===== config.mk =====
export PLATFORM = sky130hd
export DESIGN_NAME = vat_merge
export DESIGN_NICKNAME = d
export VERILOG_FILES = /design/src/sv/vat_pkg.sv /design/src/sv/vat_merge.sv
export SDC_FILE = /design/constraint.sdc
export NUM_CORES = 1
export LEC_CHECK = 0
export ABC_AREA = 1
export BUFFER_PORTS_ARGS = -buffer_cell sky130_fd_sc_hd__clkbuf_2
export CAP_MARGIN = 30
export CORE_ASPECT_RATIO = 2
export CORE_MARGIN = 2
export CORE_UTILIZATION = 44
export CTS_BUF_LIST = sky130_fd_sc_hd__clkbuf_8 sky130_fd_sc_hd__clkbuf_16
export DETAILED_ROUTE_END_ITERATION = 12
export PLACE_DENSITY = 0.84
export SLEW_MARGIN = 20
export SYNTH_ARGS = -nofsm -noshare
export SYNTH_HDL_FRONTEND = slang
export SYNTH_SLANG_ARGS = --single-unit

===== constraint.sdc =====
create_clock -name clk -period 1.1 [get_ports clk]
set_input_delay 0.22 -clock clk [delete_from_list [all_inputs] [get_ports clk]]
set_output_delay 0.22 -clock clk [all_outputs]
set_load 0.01 [all_outputs]

===== src/sv/vat_pkg.sv =====
`default_nettype none
// ----------------------------------------------------------------------------
// vat_pkg
// Shared types and constants of the vertex affine transform.
// ----------------------------------------------------------------------------
package vat_pkg;

    localparam int COORD_WIDTH_DEF = 32;
    localparam int FRAC_BITS_DEF   = 16;

    localparam int FIELD_W     = 32;
    localparam int NUM_LANES   = 3;
    localparam int IN_TDATA_W  = 96;
    localparam int OUT_TDATA_W = 104;

    localparam int CFG_W     = 64;
    localparam int CFG_IDX_W = 3;
    localparam int NUM_REGS  = 6;
    localparam int HALF_W    = 32;

    typedef enum logic [CFG_IDX_W-1:0] {
        REG_X_COEF_A = 3'd0,
        REG_X_COEF_B = 3'd1,
        REG_Y_COEF_A = 3'd2,
        REG_Y_COEF_B = 3'd3,
        REG_Z_COEF_A = 3'd4,
        REG_Z_COEF_B = 3'd5
    } cfg_reg_t;

    typedef struct packed {
        logic s1_en;
        logic s2_en;
        logic s3_en;
        logic s4_en;
    } stage_en_t;

endpackage
`default_nettype wire


===== src/sv/vat_merge.sv =====
`default_nettype none
// ----------------------------------------------------------------------------
// vat_merge
// Output register: packs the three lane results and joins their clip flags.
// ----------------------------------------------------------------------------
module vat_merge #(
    parameter int COORD_WIDTH = vat_pkg::COORD_WIDTH_DEF
) (
    input  wire                                            clk,
    input  wire                                            load,
    input  wire logic [vat_pkg::NUM_LANES-1:0][COORD_WIDTH-1:0] comp,
    input  wire logic [vat_pkg::NUM_LANES-1:0]             clip,
    output logic [vat_pkg::OUT_TDATA_W-1:0]                tdata
);

    logic [vat_pkg::OUT_TDATA_W-1:0] tdata_reg, tdata_next;
    logic [vat_pkg::FIELD_W-1:0]     fx, fy, fz;

    always_comb
    begin
        fx = vat_pkg::FIELD_W'($signed(comp[0]));
        fy = vat_pkg::FIELD_W'($signed(comp[1]));
        fz = vat_pkg::FIELD_W'($signed(comp[2]));
        tdata_next = vat_pkg::OUT_TDATA_W'({|clip, fz, fy, fx});
    end

    always_ff @(posedge clk)
    begin
        if (load)
        begin
            tdata_reg <= tdata_next;
        end
    end

    assign tdata = tdata_reg;

endmodule
`default_nettype wire


# Yosys cells after proc, flatten, opt, wreduce, memory -nomap -nowiden
# Cells that the tools add are included.
[classes]
reduce_logical = 1
[ops]
columns = ["operator", "n"]
rows = [
  ["3-bit OR reduction", 1],
]
[word_totals]
input_bits = 101
wordCells = 2
out_inout_bits = 104
regBits = 97

# Depth between registers and ports, before layout
[depth]
ltp_word = 1
depth_mapped = 2
depth_no_buf = 2

# Worst setup path after synthesis
# No wires, ideal clock.
[synth_timing]
path_type = "reg2out"
from = "register tdata_reg, in the netlist tdata[0]"
to = "output tdata[0] (netlist bit)"
arrival_time_ns = 0.394
path_buffers = 0
slack_ns = 0.486
stages_incl_launch_ff = 1
required_ns = 0.880
path_cell_list = "edfxtp_1"
[synth_rtl]
columns = ["element", "line_no", "source"]
rows = [
  ["start, declared", "vat_merge.sv:16", "logic [vat_pkg::OUT_TDATA_W-1:0] tdata_reg, tdata_next;"],
  ["start signal, assigned", "vat_merge.sv:31", "tdata_reg <= tdata_next;"],
  ["end, declared", "vat_merge.sv:13", "output logic [vat_pkg::OUT_TDATA_W-1:0] tdata"],
]
# No word-level cell between the ends.

# Worst setup path after layout
[layout_timing]
from = "register tdata_reg, in the netlist tdata[37]"
to = "output tdata[37] (netlist bit)"
# No word-level cell between the ends.

==> results.py <==
metrics = {
    "drt": {
        "wl_per_cell_microns": 15.4,
        "drt_iter0_markers": 108,
        "firstDrtPassIters": 4,
        "vias_per_cell": 4.41,
        "vias": 1810,
        "drc": 0,
        "antenna_left": 0,
        "routed_wl_microns": 6310,
    },
    "cells_and_area": {
        "n_fill_cell": 469,
        "largest_register_ffs": 97,
        "antenna_cells": 0,
        "fin_nets": 419,
        "instances_no_fill": 410,
        "fin_util_pct": 66.2,
        "area_delta_synth_final_pct": 46.0,
        "drive_gt1_share_pct": 65.5,
    },
    "global_route": {
        "grt_use_total_pct": 17.3,
        "grt_pass1_vias": 1870,
        "grt_max_degree": 44,
        "grt_pass1_wl_microns": 9270,
        "grt.overflow.total": 0,
        "antenna_found_initial": 0,
    },
    "cts": {
        "cts_buffer_depth": 2,
        "clock-sinks": 97,
        "path_clk_slew_ns": 0.06,
        "root_buffer": "clkbuf_16",
        "cts_tree": "yes",
        "cts_buffers": 9,
        "htree_num_levels": 3,
    },
    "logic_synthesis": {
        "synth_cell_types": 6,
        "ys_ff_latch": 97,
        "yosys_warnings": 0,
        "ys_seq_area_share_pct": 97.7,
        "syn_inst": 108,
        "avgSynthCellArea_sq_um": 27.6,
        "syn-cell-area_sq_mm": 0.00298,
    },
    "power_and_ir_drop": {
        "p_clk_share_pct": 33.5,
        "p_int_w": 0.00620,
        "power.total_w": 0.00780,
        "ir_worst_vdd_uv": 1250,
        "seqPwrFrac_pct": 57.3,
        "swShare_pct": 20.5,
        "power_frac_comb_pct": 9.2,
        "power.leakage_nw": 1.96,
        "switchingPower_w": 0.00160,
        "p_per_area_mw_per_mm2": 1790,
    },
    "timing": {
        "clock.fmax_mhz": 913,
        "finalHoldViolations": 0,
        "slew_viol_final": 0,
        "rsz0062_at_grt": "yes",
        "layout_worst_path_cycle_share_pct": 99.6,
        "timing.setup.tns_ns": 0,
        "finalCriticalPeriod_ns": 1.10,
        "setup_viol": 0,
    },
    "setup_path": {
        "path_cells": "clkbuf_2",
        "path_buf_inv": 1,
        "critPathArrivalTime_ns": 0.88,
        "crit_path_top_delay_cell": "edfxtp_1",
        "crit_family": "flip-flops",
        "cpPeakStageDelay_ns": 0.40,
        "critPathCaptureType": "output port",
        "cp_max_fo": 1,
        "critPathKind": "reg2out",
        "required_ns": 0.88,
        "cp-start-kind": "flop",
    },
    "floorplanning": {
        "initial_core_util_pct": 45.4,
        "die_y_microns": 120,
        "die_area_sq_mm": 0.00749,
        "die_width_microns": 62.2,
        "pin_count": 205,
        "core.rowCount": 42,
        "coreArea_sq_mm": 0.00657,
    },
    "run": {
        "cap_violations": 0,
    },
    "place": {
        "place_inst": 395,
        "numPortBuffers": 197,
        "globalplace.congestion": 0.768,
        "dp_hpwl_microns": 5070,
    },
    "worst_hold_path": {
        "hold_path.class": "in2reg",
    },
    "run_status": {
        "status": "complete, no violations",
    },
}
==> timing repair <==
action	CTS	global route
buffers inserted	0	0
hold buffers	0	0
endpoints found under the setup margin	2	7
resized for setup	0	1
==> per-layer routing <==
layer	global-route usage (%)	wire [microns]	vias to the layer above
met4	10.6	231	0
met2	29.3	3480	115
met5	0	0	-
li1	-	-	830
met3	5.30	488	14
met1	18.8	2120	851
==> cell usage after synthesis <==
cell type,n,area share [%]
buf_4,7,1.8
edfxtp_1,97,98
conb_1,1,0.13
nand2_1,1,0.13
inv_1,1,0.13
nor2_1,1,0.13
==> cell usage in the layout (no fill, tap or decap) <==
cell type  instances
clkbuf_2         195
nor2_1             1
clkinv_1           2
conb_1             7
edfxtp_1          97
inv_1              3
buf_4              2
buf_2              1
clkinv_4           1
clkbuf_16          9
nand2_1            1
buf_12             2
clkinv_2           1
==> path summary, 6_finish.rpt <==
kind	from	endpoint	slack, ns	cells past startpoint
max	tdata[37]	tdata[37]	0.004	1
min	comp[38]	tdata[38]	0.06	1
==> area by class of cell <==
class | instances | area [sq um] | area share [%]
clock buffers | 9 | 225 | 5.18
clock inverters | 6 | 28.8 | 0.661
inverters | 1 | 3.75 | 0.0863
multi-input cells | 9 | 33.8 | 0.777
flip-flops and latches | 97 | 2910 | 67.0
well taps | 88 | 110 | 2.53
repair buffers | 200 | 1040 | 23.8
==> power by group through the flow <==
stage / logic, W / registers, W / clock network (W)
floorplan: 0.0000308 / 0.00471 / 0
global placement: 0.000704 / 0.00453 / 0
detailed placement: 0.000723 / 0.00455 / 0
CTS: 0.000726 / 0.00447 / 0.00270
global route: 0.000767 / 0.00449 / 0.00282
finish: 0.000715 / 0.00447 / 0.00262
==> per-stage QoR <==
step | hold WS (ns) | cell area (sq um) | setup WS (ns)
CTS | 0.0525 | 4350 | -0.0227
finish | 0.0634 | 4350 | 0.00439
global route | 0.0476 | 4350 | -0.0247
floorplan | 0.319 | 3000 | 0.486
global placement | 0.397 | 4100 | 0.163
detailed placement | 0.399 | 4100 | 0.148
==> cell families (layout without fill, tap and decap cells) <==
| kind of cell | Yosys count | after routing | synth area share (%) |
|---|---|---|---|
| flops | 97 | 97 | 97.7 |
| simple gates | 2 | 2 | 0.252 |
| buf+inv | 8 | 216 | 1.89 |
| other cells | 1 | 7 | 0.126 |
No activity file was read; power rests on OpenSTA's default activity.
